--- src/hdl/bisynch_reply_deframer_core_macros.svh ---
// Assertion macros shared by the deframer RTL.
// Included by the files that carry concurrent checks; needs no other file.
`ifndef BISYNCH_REPLY_DEFRAMER_CORE_MACROS_SVH
`define BISYNCH_REPLY_DEFRAMER_CORE_MACROS_SVH

`ifndef SYNTH
// Same-cycle implication, disabled while reset is asserted.
`define BRD_ASSERT_IMPL(lbl, clk, rstn, ante, cons) \
	lbl: assert property (@(posedge clk) disable iff (!(rstn)) (ante) |-> (cons)) \
		else $error("deframer check failed");
// Next-cycle implication, disabled while reset is asserted.
`define BRD_ASSERT_NEXT(lbl, clk, rstn, ante, cons) \
	lbl: assert property (@(posedge clk) disable iff (!(rstn)) (ante) |=> (cons)) \
		else $error("deframer check failed");
`else
`define BRD_ASSERT_IMPL(lbl, clk, rstn, ante, cons)
`define BRD_ASSERT_NEXT(lbl, clk, rstn, ante, cons)
`endif

`endif

--- src/hdl/brd_pkg.sv ---
// Types and constants of the reply deframer.
// No dependencies; imported by the interfaces and all modules.
package brd_pkg;

	localparam int unsigned BYTE_W   = 8;
	localparam int unsigned STATUS_W = 2;
	localparam int unsigned CFG_IDX_W = 2;

	localparam logic [BYTE_W-1:0] CHAR_EOT = 8'd4;
	localparam logic [BYTE_W-1:0] CHAR_ETX = 8'd3;
	localparam logic [BYTE_W-1:0] POS_MAX  = 8'd255;
	localparam logic [BYTE_W-1:0] POS_ECHO_FIRST  = 8'd1;
	localparam logic [BYTE_W-1:0] POS_ECHO_SECOND = 8'd2;
	localparam logic [BYTE_W-1:0] POS_DATA_FIRST  = 8'd3;

	localparam logic [BYTE_W-1:0] ECHO_FIRST_RESET  = 8'd80;
	localparam logic [BYTE_W-1:0] ECHO_SECOND_RESET = 8'd86;

	localparam logic [CFG_IDX_W-1:0] CFG_ECHO_FIRST  = 2'd0;
	localparam logic [CFG_IDX_W-1:0] CFG_ECHO_SECOND = 2'd1;

	typedef enum logic [STATUS_W-1:0] {
		ST_OK          = 2'd0,
		ST_INVALID_REG = 2'd1,
		ST_CHECK_BAD   = 2'd2,
		ST_ECHO_BAD    = 2'd3
	} status_t;

	typedef struct packed {
		logic [BYTE_W-1:0] pos;
		logic [BYTE_W-1:0] chk;
		logic              echo_good;
		logic              etx_seen;
	} frame_state_t;

	typedef struct packed {
		logic [BYTE_W-1:0] data_char;
		status_t           frame_status;
		logic              is_last;
	} result_t;

	localparam frame_state_t FRAME_RESET = '{
		pos: '0, chk: '0, echo_good: 1'b1, etx_seen: 1'b0
	};

endpackage

--- src/hdl/brd_ifs.sv ---
// Valid/ready channel interfaces for received bytes and deframer results.
// Depends on brd_pkg.
interface brd_in_if import brd_pkg::*; ();
	logic              valid;
	logic              ready;
	logic [BYTE_W-1:0] rx_byte;

	modport source (output valid, output rx_byte, input ready);
	modport sink   (input valid, input rx_byte, output ready);
endinterface

interface brd_out_if import brd_pkg::*; ();
	logic                valid;
	logic                ready;
	logic [BYTE_W-1:0]   data_char;
	logic [STATUS_W-1:0] frame_status;
	logic                is_last;

	modport source (output valid, output data_char, output frame_status, output is_last,
		input ready);
	modport sink   (input valid, input data_char, input frame_status, input is_last,
		output ready);
endinterface

--- src/hdl/brd_step.sv ---
// Per-byte frame update: next frame state and the optional result item.
// Depends on brd_pkg.
module brd_step import brd_pkg::*; (
	input  frame_state_t      cur,
	input  logic [BYTE_W-1:0] rx_byte,
	input  logic [BYTE_W-1:0] echo_first,
	input  logic [BYTE_W-1:0] echo_second,
	output frame_state_t      nxt,
	output logic              emit,
	output result_t           res
);

	always_comb begin
		nxt  = cur;
		emit = 1'b0;
		res  = '{data_char: '0, frame_status: ST_OK, is_last: 1'b0};
		priority if (cur.etx_seen) begin
			// The byte after ETX is the block check; the check is reported before the echo.
			emit        = 1'b1;
			res.is_last = 1'b1;
			if (rx_byte != cur.chk) begin
				res.frame_status = ST_CHECK_BAD;
			end else if (!cur.echo_good) begin
				res.frame_status = ST_ECHO_BAD;
			end
			nxt = FRAME_RESET;
		end else if (cur.pos == '0 && rx_byte == CHAR_EOT) begin
			emit             = 1'b1;
			res.is_last      = 1'b1;
			res.frame_status = ST_INVALID_REG;
			nxt              = FRAME_RESET;
		end else begin
			if (cur.pos != '0) begin
				nxt.chk = cur.chk ^ rx_byte;
			end
			if (cur.pos != POS_MAX) begin
				nxt.pos = cur.pos + 1'b1;
			end
			if (rx_byte == CHAR_ETX) begin
				nxt.etx_seen = 1'b1;
				if (cur.pos < POS_DATA_FIRST) begin
					nxt.echo_good = 1'b0;
				end
			end else begin
				if (cur.pos == POS_ECHO_FIRST && rx_byte != echo_first) begin
					nxt.echo_good = 1'b0;
				end
				if (cur.pos == POS_ECHO_SECOND && rx_byte != echo_second) begin
					nxt.echo_good = 1'b0;
				end
				if (cur.pos >= POS_DATA_FIRST) begin
					emit          = 1'b1;
					res.data_char = rx_byte;
				end
			end
		end
	end

endmodule

--- src/hdl/bisynch_reply_deframer_core.sv ---
// Reply deframer for block-check serial replies.
// Channels: in_ch carries one received byte per item; out_ch carries result
// items (a data character, or a final status with is_last set).
// Configuration: cfg_we writes cfg_wdata to register cfg_index (0 first echo
// character, 1 second echo character); other indexes are ignored.
// Each accepted byte is evaluated in the cycle it is accepted and its result,
// if any, appears on out_ch from the output register in the cycle after.
// Throughput is one byte per cycle: a new byte is taken whenever the output
// register is empty or its item is being taken in the same cycle.
// A byte that completes a frame (check byte or leading EOT) gives one status
// item and returns the frame state to its start.
// When the receiver stalls, the pending item holds and in_ch.ready drops
// until it is taken.
// Reset clears the frame state and the output valid flag and loads the
// echo characters with 'P' and 'V'.
// Depends on brd_pkg, brd_ifs, brd_step and the macros header.
`include "bisynch_reply_deframer_core_macros.svh"

module bisynch_reply_deframer_core import brd_pkg::*; (
	input  logic                 clk,
	input  logic                 arst_n,
	input  logic                 cfg_we,
	input  logic [CFG_IDX_W-1:0] cfg_index,
	input  logic [BYTE_W-1:0]    cfg_wdata,
	brd_in_if.sink               in_ch,
	brd_out_if.source            out_ch
);

	logic [BYTE_W-1:0] echo_first_q;
	logic [BYTE_W-1:0] echo_second_q;
	frame_state_t      state_q;
	frame_state_t      state_nxt;
	logic              step_emit;
	result_t           step_res;
	logic              out_valid_q;
	result_t           out_q;
	logic              in_accept;

	always_ff @(posedge clk or negedge arst_n) begin
		if (!arst_n) begin
			echo_first_q  <= ECHO_FIRST_RESET;
			echo_second_q <= ECHO_SECOND_RESET;
		end else if (cfg_we) begin
			if (cfg_index == CFG_ECHO_FIRST) begin
				echo_first_q <= cfg_wdata;
			end
			if (cfg_index == CFG_ECHO_SECOND) begin
				echo_second_q <= cfg_wdata;
			end
		end
	end

	assign in_ch.ready = !out_valid_q || out_ch.ready;
	assign in_accept   = in_ch.valid && in_ch.ready;

	brd_step u_step (
		.cur         (state_q),
		.rx_byte     (in_ch.rx_byte),
		.echo_first  (echo_first_q),
		.echo_second (echo_second_q),
		.nxt         (state_nxt),
		.emit        (step_emit),
		.res         (step_res)
	);

	always_ff @(posedge clk or negedge arst_n) begin
		if (!arst_n) begin
			state_q     <= FRAME_RESET;
			out_valid_q <= 1'b0;
		end else begin
			if (in_accept) begin
				state_q <= state_nxt;
			end
			if (in_accept && step_emit) begin
				out_valid_q <= 1'b1;
			end else if (out_ch.ready) begin
				out_valid_q <= 1'b0;
			end
		end
	end

	always_ff @(posedge clk) begin
		if (in_accept && step_emit) begin
			out_q <= step_res;
		end
	end

	assign out_ch.valid        = out_valid_q;
	assign out_ch.data_char    = out_q.data_char;
	assign out_ch.frame_status = out_q.frame_status;
	assign out_ch.is_last      = out_q.is_last;

	// A status item never carries a character, and a data item is always ok.
	`BRD_ASSERT_IMPL(a_status_no_char, clk, arst_n, out_valid_q && out_q.is_last,
		out_q.data_char == '0)
	`BRD_ASSERT_IMPL(a_data_status_ok, clk, arst_n, out_valid_q && !out_q.is_last,
		out_q.frame_status == ST_OK)
	// ETX can only be flagged after at least one byte has been counted.
	`BRD_ASSERT_IMPL(a_etx_after_start, clk, arst_n, state_q.etx_seen, state_q.pos != '0)
	// A byte that ends the frame leaves the frame state at its start.
	`BRD_ASSERT_NEXT(a_frame_restart, clk, arst_n, in_accept && step_emit && step_res.is_last,
		state_q.pos == '0 && !state_q.etx_seen && state_q.echo_good && out_valid_q)

endmodule

--- src/flat_wrapper.sv ---
// flat-port wrapper written by rule: the top's interface ports become plain ports
module bisynch_reply_deframer_core_flat import brd_pkg::*;
  (clk, arst_n, cfg_we, cfg_index, cfg_wdata, in_ch_valid, in_ch_rx_byte, in_ch_ready, out_ch_valid, out_ch_data_char, out_ch_frame_status, out_ch_is_last, out_ch_ready);
  brd_in_if in_ch_i ();
  brd_out_if out_ch_i ();
  input  logic clk;
  input  logic arst_n;
  input  logic cfg_we;
  input  logic [CFG_IDX_W-1:0] cfg_index;
  input  logic [BYTE_W-1:0] cfg_wdata;
  input wire logic [$bits(in_ch_i.valid)-1:0] in_ch_valid;
  input wire logic [$bits(in_ch_i.rx_byte)-1:0] in_ch_rx_byte;
  output wire logic [$bits(in_ch_i.ready)-1:0] in_ch_ready;
  output wire logic [$bits(out_ch_i.valid)-1:0] out_ch_valid;
  output wire logic [$bits(out_ch_i.data_char)-1:0] out_ch_data_char;
  output wire logic [$bits(out_ch_i.frame_status)-1:0] out_ch_frame_status;
  output wire logic [$bits(out_ch_i.is_last)-1:0] out_ch_is_last;
  input wire logic [$bits(out_ch_i.ready)-1:0] out_ch_ready;
  assign in_ch_i.valid = in_ch_valid;
  assign in_ch_i.rx_byte = in_ch_rx_byte;
  assign in_ch_ready = in_ch_i.ready;
  assign out_ch_valid = out_ch_i.valid;
  assign out_ch_data_char = out_ch_i.data_char;
  assign out_ch_frame_status = out_ch_i.frame_status;
  assign out_ch_is_last = out_ch_i.is_last;
  assign out_ch_i.ready = out_ch_ready;
  bisynch_reply_deframer_core u_core (.clk(clk), .arst_n(arst_n), .cfg_we(cfg_we), .cfg_index(cfg_index), .cfg_wdata(cfg_wdata), .in_ch(in_ch_i), .out_ch(out_ch_i));
endmodule
--- config.mk ---
export PLATFORM = sky130hd
export DESIGN_NAME = bisynch_reply_deframer_core_flat
export DESIGN_NICKNAME = d
export VERILOG_FILES = /design/src/hdl/brd_pkg.sv /design/src/hdl/brd_ifs.sv /design/src/hdl/brd_step.sv /design/src/hdl/bisynch_reply_deframer_core.sv /design/src/flat_wrapper.sv
export VERILOG_INCLUDE_DIRS = /design/src /design/src/hdl
export SDC_FILE = /design/constraint.sdc
export NUM_CORES = 1
export LEC_CHECK = 0
export CAP_MARGIN = 20
export CORE_MARGIN = 2
export CORE_UTILIZATION = 35
export DETAILED_ROUTE_END_ITERATION = 16
export DONT_BUFFER_PORTS = 1
export HOLD_SLACK_MARGIN = 0.02
export SLEW_MARGIN = 20
export SYNTH_ARGS = -nofsm -noshare
export SYNTH_HDL_FRONTEND = slang
export SYNTH_SLANG_ARGS = --single-unit
--- constraint.sdc ---
create_clock -name clk -period 2.8 [get_ports clk]
set_input_delay 0.14 -clock clk [delete_from_list [all_inputs] [get_ports clk]]
set_output_delay 0.14 -clock clk [all_outputs]
set_load 0.005 [all_outputs]
==> impl_metrics.toml, run 1 <==
[status]
status = "finished, final reports clean"

[setup_path]
cp.required_ns = 2.86
critPathKind = "reg2reg"
start_kind = "register"
crit_arrival_ns = 2.14
crit_fanout = 11
cp-end-kind = "register"
reg2regPathDepth = 6

[clock_network]
clk_pin_slew_worst_paths_ns = 0.09
cts_hold_buf = 11
cts_setup_buffers = 0
worstSkewPairLatency_ns = 0.30
cts_tree = "done"
h-tree-depth = 2
cts_resized = 0
clk_path_buf_depth = 2
numCtsBuffers = 5
ctsRootBufferMaster = "clkbuf_8"
clkSinkCount = 46

[synth]
yosys.area.top_type_share = 0.291
synth.largest_area_cell = "dfrtp_1"
syn-num-nets = 235
syn_inst = 208
synth_commonest_cells = "31 x xnor2_1, 28 x dfrtp_1, 16 x mux2_2"
synth_flop_cell = "dfrtp_1"
synthArstFlopShare = 0.761
yosysUniqueCellTypes = 41
synth-edff-count = 11
yosysSeqAreaShare = 0.504
yosysMostFrequentCell = "xnor2_1"
avgSynthCellArea_um2 = 11.6
ys_top_cells_by_area = "dfrtp_1 29%, edfxtp_1 14%, xnor2_1 11%"
syn-cell-area_mm2 = 0.00241
ys_ff_latch = 46
synth_warnings = 0

[die]
rows = 30
die_w_um = 87
core_mm2 = 0.00672
die_h_um = 87
ios = 36
dieArea_mm2 = 0.00757
initial_core_util = 0.359

[global_route]
grt_max_degree = 36
antenna_found_initial = 0
grt_usage = 0.130
grt_pass1_wl_mm = 7.46
grt_pass1_vias = 1500
globalRouteOverflowTotal = 0

[final_layout]
register_area_mm2 = 0.00121
final_area_mm2 = 0.00270
multi_input_area_mm2 = 0.00112
fin_cells = 299
drive_gt1_frac = 0.196
area_growth_pct = 11.8
nFillCells = 634
fin_util = 0.401
antennaDiodeCount = 0
num-nets-final = 245

[placed_design]
dp_slack_ns = 0.739
place.gp.congestion = 0.730
port_buffers = 0
hpwlAfterDp_mm = 3.29
dp.cells = 280
post_dp_cell_area_mm2 = 0.00246

[sta]
layout_setup_ws_ns = 0.725
worstMarginPinSlew_ns = 0.634
setup_viol = 0
relSlewSlack = 0.576
skew_ns = 0.0116
hold_viol = 0
fmax_mhz = 482
fin_crit_ns = 2.08
rsz0062_at_grt = "no"
fin_hold_ws_ns = 0.0313
slew_violations = 0
timing.final.crit_share = 0.741
setup_tns_ns = 0

[job]
maxCapViolCount = 0

[drt]
ant_nets = 0
remaining_drc_errors = 0
drt_iter0_drc = 69
dr.pass1.iters = 4
totalWireLength_mm = 4.45
routedWlPerCell_um = 14.9
vias = 1541
viasPerCell = 5.15

[power]
vdd_drop_max_uv = 200
finalPower_mw = 2.14
p_leak_nw = 0.996
cellPowerDensity_mw_per_mm2 = 793

[worst_hold_path]
hold_class = "in2reg"
hold_depth = 1
==> flip-flops by register name (all words and copies together) (netlist names) <==
signal / count
u_core.out_ch.frame_status: 2
u_core.out_ch.is_last: 1
u_core.echo_second_q: 8
u_core.state_q: 18
u_core.out_ch.valid: 1
u_core.echo_first_q: 8
u_core.out_ch.data_char: 8
==> critical path: stages, from the launching register on <==
cell and delay (ns):
dfrtp_1 0.43, nor4_1 0.48, and2_1 0.27, a31oi_4 0.14
inv_2 0.20, nor2_1 0.14, and2_1 0.17
==> layer usage <==
layer | vias up | wire, µm | GRT usage
li1 | 752 | - | -
met1 | 748 | 2080 | 0.163
met2 | 29 | 2090 | 0.207
met3 | 12 | 158 | 0.0322
met4 | 0 | 123 | 0.0639
met5 | - | 0 | 0
==> kinds of logic (layout without fill, tap and decap cells) <==
kind of cell    count (synthesis)  count (layout)  share of synthesized area
flops                          46              46                      0.504
buf+inv                        14              25                     0.0317
simple gates                   66              66                      0.157
mux                            16              16                     0.0747
fa+ha+maj                       4               4                     0.0208
compound gates                 31              31                     0.0996
xor+xnor                       31              31                      0.113
==> where the power goes <==
part | internal [mW] | switching (mW) | total (mW)
sequential | 0.909 | 0.155 | 1.06
clock | 0.266 | 0.220 | 0.486
combinational | 0.311 | 0.276 | 0.586
total | 1.49 | 0.651 | 2.14
==> area by class of cell <==
class                           count  share of cell area
Clock buffer                        6              0.0269
Clock inverter                      2              0.0139
Inverter                            4             0.00557
Multi-Input combinational cell    148               0.416
Sequential cell                    46               0.451
Tap cell                           80              0.0371
Timing Repair Buffer               13              0.0501
==> worst paths after layout <==
| check | endpoint | slack (ns) | from |
|---|---|---|---|
| max | u_core.out_ch.data_char[2] | 0.72 | u_core.state_q[12] |
| min | u_core.out_ch.data_char[5] | 0.03 | in_ch_rx_byte[5] |
| max reg2reg | u_core.out_ch.data_char[2] | 0.72 | u_core.state_q[12] |
| min reg2reg | u_core.state_q[1] | 0.52 | u_core.state_q[1] |
| max in group asynchronous | u_core.echo_second_q[2] | 2.22 | arst_n |
| min in group asynchronous | u_core.state_q[4] | 0.32 | arst_n |
==> layout by cell type, fill, tap and decap left out, types with 2 or more instances in the layout <==
cell type	instances
xnor2_1	31
dfrtp_1	28
mux2_2	16
nor2_1	15
edfxtp_1	11
nand2_1	10
o21ai_0	10
dlygate4sd3_1	10
and2_1	8
nor2b_1	8
a22o_1	8
nand4_1	7
dfstp_2	7
clkbuf_8	5
ha_1	4
inv_1	3
a21oi_1	3
nand3_1	3
nor4_1	2
or4_4	2
nand2b_1	2
nor3b_1	2
nor3_1	2
buf_4	2
(Power assumes the default switching activity.)
==> run 2, diff against run 1 <==
clock period = 1.8 ns   (was 2.8 ns; I/O delays follow)
==> run 2 against run 1 <==
Net effect: clock power up 31%; critical endpoint is now u_core.state_q[6]; combinational power up 89%; highest routed layer unchanged; utilization grew 2.9 points; die area did not move; total power rose by 59%; setup slack worse by 0.65 ns; fmax increased by 20%.
==> impl_metrics.toml, run 2 (same netlist as run 1, synthesis figures left out) <==
[status]
status = "finished, final reports clean"

[sta]
rsz0062_at_grt = "no"
skew_ns = 0.00898
timing.final.crit_share = 0.958
setup_tns_ns = 0
fin_crit_ns = 1.73
hold_viol = 0
worstMarginPinSlew_ns = 0.402
fmax_mhz = 580
slew_violations = 0
relSlewSlack = 0.731
setup_viol = 0

[setup_path]
cp.required_ns = 2.00
timing.reg2reg.setup_slack_ns = 0.07
crit_arrival_ns = 1.92
cp-end-kind = "register"
crit_path_start = "u_core.state_q[12]"
rr_startpoint = "u_core.state_q[12]"
critPathKind = "reg2reg"
rr_endpoint = "u_core.state_q[6]"
start_kind = "register"
reg2regPathDepth = 6
crit_fanout = 8

[final_layout]
largest_reg_flops = 18
final_common_cell = "xnor2_1"
final_cell_mix = "31 x xnor2_1, 27 x dfrtp_1, 17 x dlygate4sd3_1"
nFillCells = 637
antennaDiodeCount = 0
num-nets-final = 265
regMostFlops = "u_core.state_q"
area_growth_pct = 19.8
drive_gt1_frac = 0.255

[global_route]
top_usage_layer = "met2"
antenna_found_initial = 0
grt_pass1_wl_mm = 8.27
use_met2 = 0.234
grt_pass1_vias = 1641
grt_max_degree = 36
globalRouteOverflowTotal = 0
grt_usage = 0.142
use_met3 = 0.0370
grt.met1_usage = 0.181

[clock_network]
numCtsBuffers = 5
ctsRootBufferMaster = "clkbuf_8"
cts_tree = "done"
h-tree-depth = 2
clk_pin_slew_worst_paths_ns = 0.09
worstSkewPairLatency_ns = 0.31
clkSinkCount = 46
clk_path_buf_depth = 2

[die]
rows = 30
core_mm2 = 0.00672
dieArea_mm2 = 0.00757
ios = 36
die_h_um = 87
initial_core_util = 0.359
die_w_um = 87

[drt]
routedWlPerCell_um = 15.4
viasPerCell = 4.96
totalWireLength_mm = 4.91
remaining_drc_errors = 0
ant_nets = 0
dr.pass1.iters = 4
drt_iter0_drc = 61
vias = 1581

[power]
p_leak_nw = 1.09
vdd_drop_max_uv = 337
cellPowerDensity_mw_per_mm2 = 1180
finalPower_mw = 3.39

[placed_design]
hpwlAfterDp_mm = 3.45
place.gp.congestion = 0.747
port_buffers = 0

[worst_hold_path]
hp-start = "in_ch_rx_byte[2]"
hold_class = "in2reg"
hold_depth = 2
hold_end = "u_core.state_q[4]"

[job]
maxCapViolCount = 0
run 2: cell count changes in the layout (fill, tap and decap cells not counted), sizes merged:
| cell | before | now |
|---|---|---|
| buf | 3 | 16 |
| clkbuf | 6 | 5 |
| bufinv | 1 | 0 |
| dlygate4sd3 | 10 | 17 |
| clkinv | 0 | 2 |
run 2: worst max-delay path by stage:
stage                                 endpoint  slack [ns]  cells past startpoint
global placement    u_core.out_ch.data_char[6]        0.05                      4
CTS                 u_core.out_ch.data_char[4]        0.04                      4
finish                       u_core.state_q[6]        0.07                      6
global route        u_core.out_ch.data_char[2]     0.00008                      6
detailed placement  u_core.out_ch.data_char[4]        0.04                      4
floorplan           u_core.out_ch.data_char[0]       0.004                      6
run 2: per-stage QoR:
stage / utilization / cell area, µm² / hold WS, ns / instances / setup WS (ns)
final: 0.430 / 2890 / 0.0511 / 319 / 0.0749
after global placement: 0.383 / 2570 / -0.205 / 290 / 0.0502
after global routing: 0.430 / 2890 / 0.0487 / 319 / 0.0000795
after detailed placement: 0.383 / 2570 / -0.205 / 290 / 0.0419
after CTS: 0.425 / 2850 / 0.0424 / 316 / 0.0392
after floorplan: - / 2440 / -0.206 / 208 / 0.00449
run 2: power by group:
| group | internal [mW] | total (mW) | leakage, nW | switching [mW] |
|---|---|---|---|---|
| Combinational | 0.602 | 1.11 | 0.525 | 0.504 |
| Clock | 0.273 | 0.635 | 0.0441 | 0.362 |
| Sequential | 1.42 | 1.65 | 0.522 | 0.237 |
run 2: final cells by class:
class / instances / area (µm²) / share of cell area
multi-input cells: 148 / 1150 / 0.399
clock buffers: 5 / 68.8 / 0.0238
inverters: 4 / 15.0 / 0.00520
repair buffers: 33 / 315 / 0.109
clock inverters: 3 / 21.3 / 0.00736
flip-flops and latches: 46 / 1220 / 0.421
well taps: 80 / 100 / 0.0346
run 2: worst max-delay path, cell delays in order, from the launching register on:
cell     delay, ns
dfrtp_1       0.40
nor4_2        0.29
and2_1        0.23
a31oi_4       0.14
buf_4         0.17
and2_4        0.16
a22o_1        0.24
run 2: per-layer routing:
layer | part of all wire | up-vias
met5 | 0 | -
met4 | 0.016 | 0
met3 | 0.028 | 7
met2 | 0.50 | 27
met1 | 0.46 | 760
li1 | - | 787
run 2: what timing repair did:
action | CTS | global route
hold buffers | 18 | 0
endpoints found under the hold margin | 60 | 0
endpoints found under the setup margin | 0 | 21
gates resized for setup | 0 | 1
buffers inserted | 0 | 3
==> run 3, diff against run 2 <==
ABC_AREA = 1   (was unset)
PLACE_DENSITY = 0.58   (was unset)
clock period = 2.13 ns   (was 1.8 ns; I/O delays follow)
==> run 3 against run 2 <==
Net effect: clock skew shrank 0.00086 ns; wire length shrank 2.8%; count of clock-buffer cells in the layout grew 1; global-route usage shrank 0.97 points.
==> impl_metrics.toml, run 3 <==
[final_layout]
num-nets-final = 336
fin_cells = 406
area_growth_pct = 15.7
final_cell_mix = "85 x nand2_1, 28 x dfrtp_1, 25 x inv_1"
final_common_cell = "nand2_1"
antennaDiodeCount = 0
drive_gt1_frac = 0.165
regMostFlops = "u_core.state_q"
largest_reg_flops = 18

[clock_network]
numCtsBuffers = 5
cts_resized = 0
cts_setup_buffers = 0
worstSkewPairLatency_ns = 0.29
ctsRootBufferMaster = "clkbuf_8"
cts_hold_buf = 18
clkSinkCount = 46
clk_pin_slew_worst_paths_ns = 0.08
cts_tree = "done"
clk_path_buf_depth = 2
h-tree-depth = 2

[setup_path]
cp-end-kind = "register"
critPathKind = "reg2reg"
cp.required_ns = 2.13
start_kind = "register"
crit_fanout = 11
crit_arrival_ns = 1.82

[placed_design]
port_buffers = 0
place.gp.congestion = 0.764
dp.cells = 380
hpwlAfterDp_mm = 3.61
dp_slack_ns = 0.310

[power]
p_leak_nw = 1.30
vdd_drop_max_uv = 221
finalPower_mw = 2.46
cellPowerDensity_mw_per_mm2 = 867

[synth]
syn-num-nets = 313
syn_inst = 286
synth.largest_area_cell = "dfrtp_1"
synth_warnings = 0
avgSynthCellArea_um2 = 8.58
yosysUniqueCellTypes = 34
synth_commonest_cells = "85 x nand2_1, 28 x dfrtp_1, 25 x inv_1"
ys_top_cells_by_area = "dfrtp_1 29%, edfxtp_1 13%, nand2_1 13%"
yosysSeqAreaShare = 0.495
synthArstFlopShare = 0.761
synth_flop_cell = "dfrtp_1"
syn-cell-area_mm2 = 0.00245
synth-edff-count = 11
yosys.area.top_type_share = 0.286
ys_ff_latch = 46
yosysMostFrequentCell = "nand2_1"

[die]
initial_core_util = 0.361
dieArea_mm2 = 0.00770
rows = 30
die_h_um = 87.7
core_mm2 = 0.00679
ios = 36
die_w_um = 87.7

[sta]
slew_violations = 0
skew_ns = 0.00812
timing.final.crit_share = 0.851
fin_hold_ws_ns = 0.0349
layout_setup_ws_ns = 0.317
rsz0062_at_grt = "no"
fin_crit_ns = 1.81
worstMarginPinSlew_ns = 0.534
relSlewSlack = 0.643
hold_viol = 0
setup_tns_ns = 0
fmax_mhz = 552
setup_viol = 0

[drt]
viasPerCell = 4.48
remaining_drc_errors = 0
dr.pass1.iters = 5
totalWireLength_mm = 4.77
drt_iter0_drc = 72
vias = 1819
routedWlPerCell_um = 11.7
ant_nets = 0

[global_route]
globalRouteOverflowTotal = 0
grt_pass1_vias = 1672
grt_max_degree = 36
antenna_found_initial = 0
grt_usage = 0.132
grt_pass1_wl_mm = 7.92

[status]
status = "finished, final reports clean"

[job]
maxCapViolCount = 0

[worst_hold_path]
hold_class = "in2reg"
[run 3: changes by cell type in the layout (fill, tap and decap cells not counted), moves of 11 or more]
cell / before / now
o21ai_0: 10 / 22
buf_4: 14 / 1
mux2_2: 16 / 0
xnor2_1: 31 / 10
inv_2: 1 / 13
inv_1: 3 / 25
nor2_2: 0 / 11
nand2_1: 10 / 85
xor2_1: 0 / 11
[run 3: layer usage]
| metal | vias up | track usage | share of wire |
|---|---|---|---|
| li1 | 938 | - | - |
| met2 | 45 | 0.213 | 0.48 |
| met5 | - | 0 | 0 |
| met4 | 0 | 0.0531 | 0.021 |
| met1 | 823 | 0.172 | 0.47 |
| met3 | 13 | 0.0311 | 0.031 |
[run 3: final timing paths]
check / start / end / slack, ns / cells past startpoint
max in group asynchronous: arst_n / u_core.echo_first_q[4] / 1.61 / 2
max: u_core.state_q[10] / u_core.out_ch.data_char[1] / 0.32 / 9
min: in_ch_rx_byte[0] / u_core.out_ch.data_char[0] / 0.03 / 2
max reg2reg: u_core.state_q[10] / u_core.out_ch.data_char[1] / 0.32 / 9
min reg2reg: u_core.state_q[1] / u_core.state_q[1] / 0.49 / 2
min in group asynchronous: arst_n / u_core.out_ch.valid / 0.27 / 2
[run 3: area by class of cell]
class                   count  area (µm²)
clock buffers               6        72.6
clock inverters             2        13.8
fillers                   661        3960
inverters                  38         143
multi-input cells         199        1080
flip-flops and latches     46        1210
well taps                  96         120
repair buffers             19         198
[run 3: power breakdown]
| group | internal [mW] | switching [mW] | total, mW |
|---|---|---|---|
| Clock | 0.232 | 0.278 | 0.509 |
| Combinational | 0.270 | 0.388 | 0.658 |
| Sequential | 1.13 | 0.160 | 1.29 |
[run 3: critical path: stages (launching register included)]
cell and delay, ns:
dfrtp_1 0.43, inv_1 0.11, ha_1 0.15, nand3_1 0.08, nor2_2 0.17, nand2_2 0.08, nand2_4 0.10, nand2_2 0.09
o21ai_0 0.09, buf_4 0.21
[run 3: per-stage QoR]
stage / area (µm²) / utilization
2_1_floorplan: 2450 / -
3_3_place_gp: 2560 / 0.377
3_5_place_dp: 2560 / 0.377
4_1_cts: 2840 / 0.418
5_1_grt: 2840 / 0.418
6_report: 2840 / 0.418
[run 3: kinds of logic (layout without fill, tap and decap cells)]
| kind of cell | after synthesis | count (layout) | synth area share |
|---|---|---|---|
| buf+inv | 41 | 65 | 0.0658 |
| xor+xnor | 21 | 21 | 0.0750 |
| simple gates | 145 | 145 | 0.276 |
| compound gates | 29 | 29 | 0.0673 |
| flops | 46 | 46 | 0.495 |
| fa+ha+maj | 4 | 4 | 0.0204 |
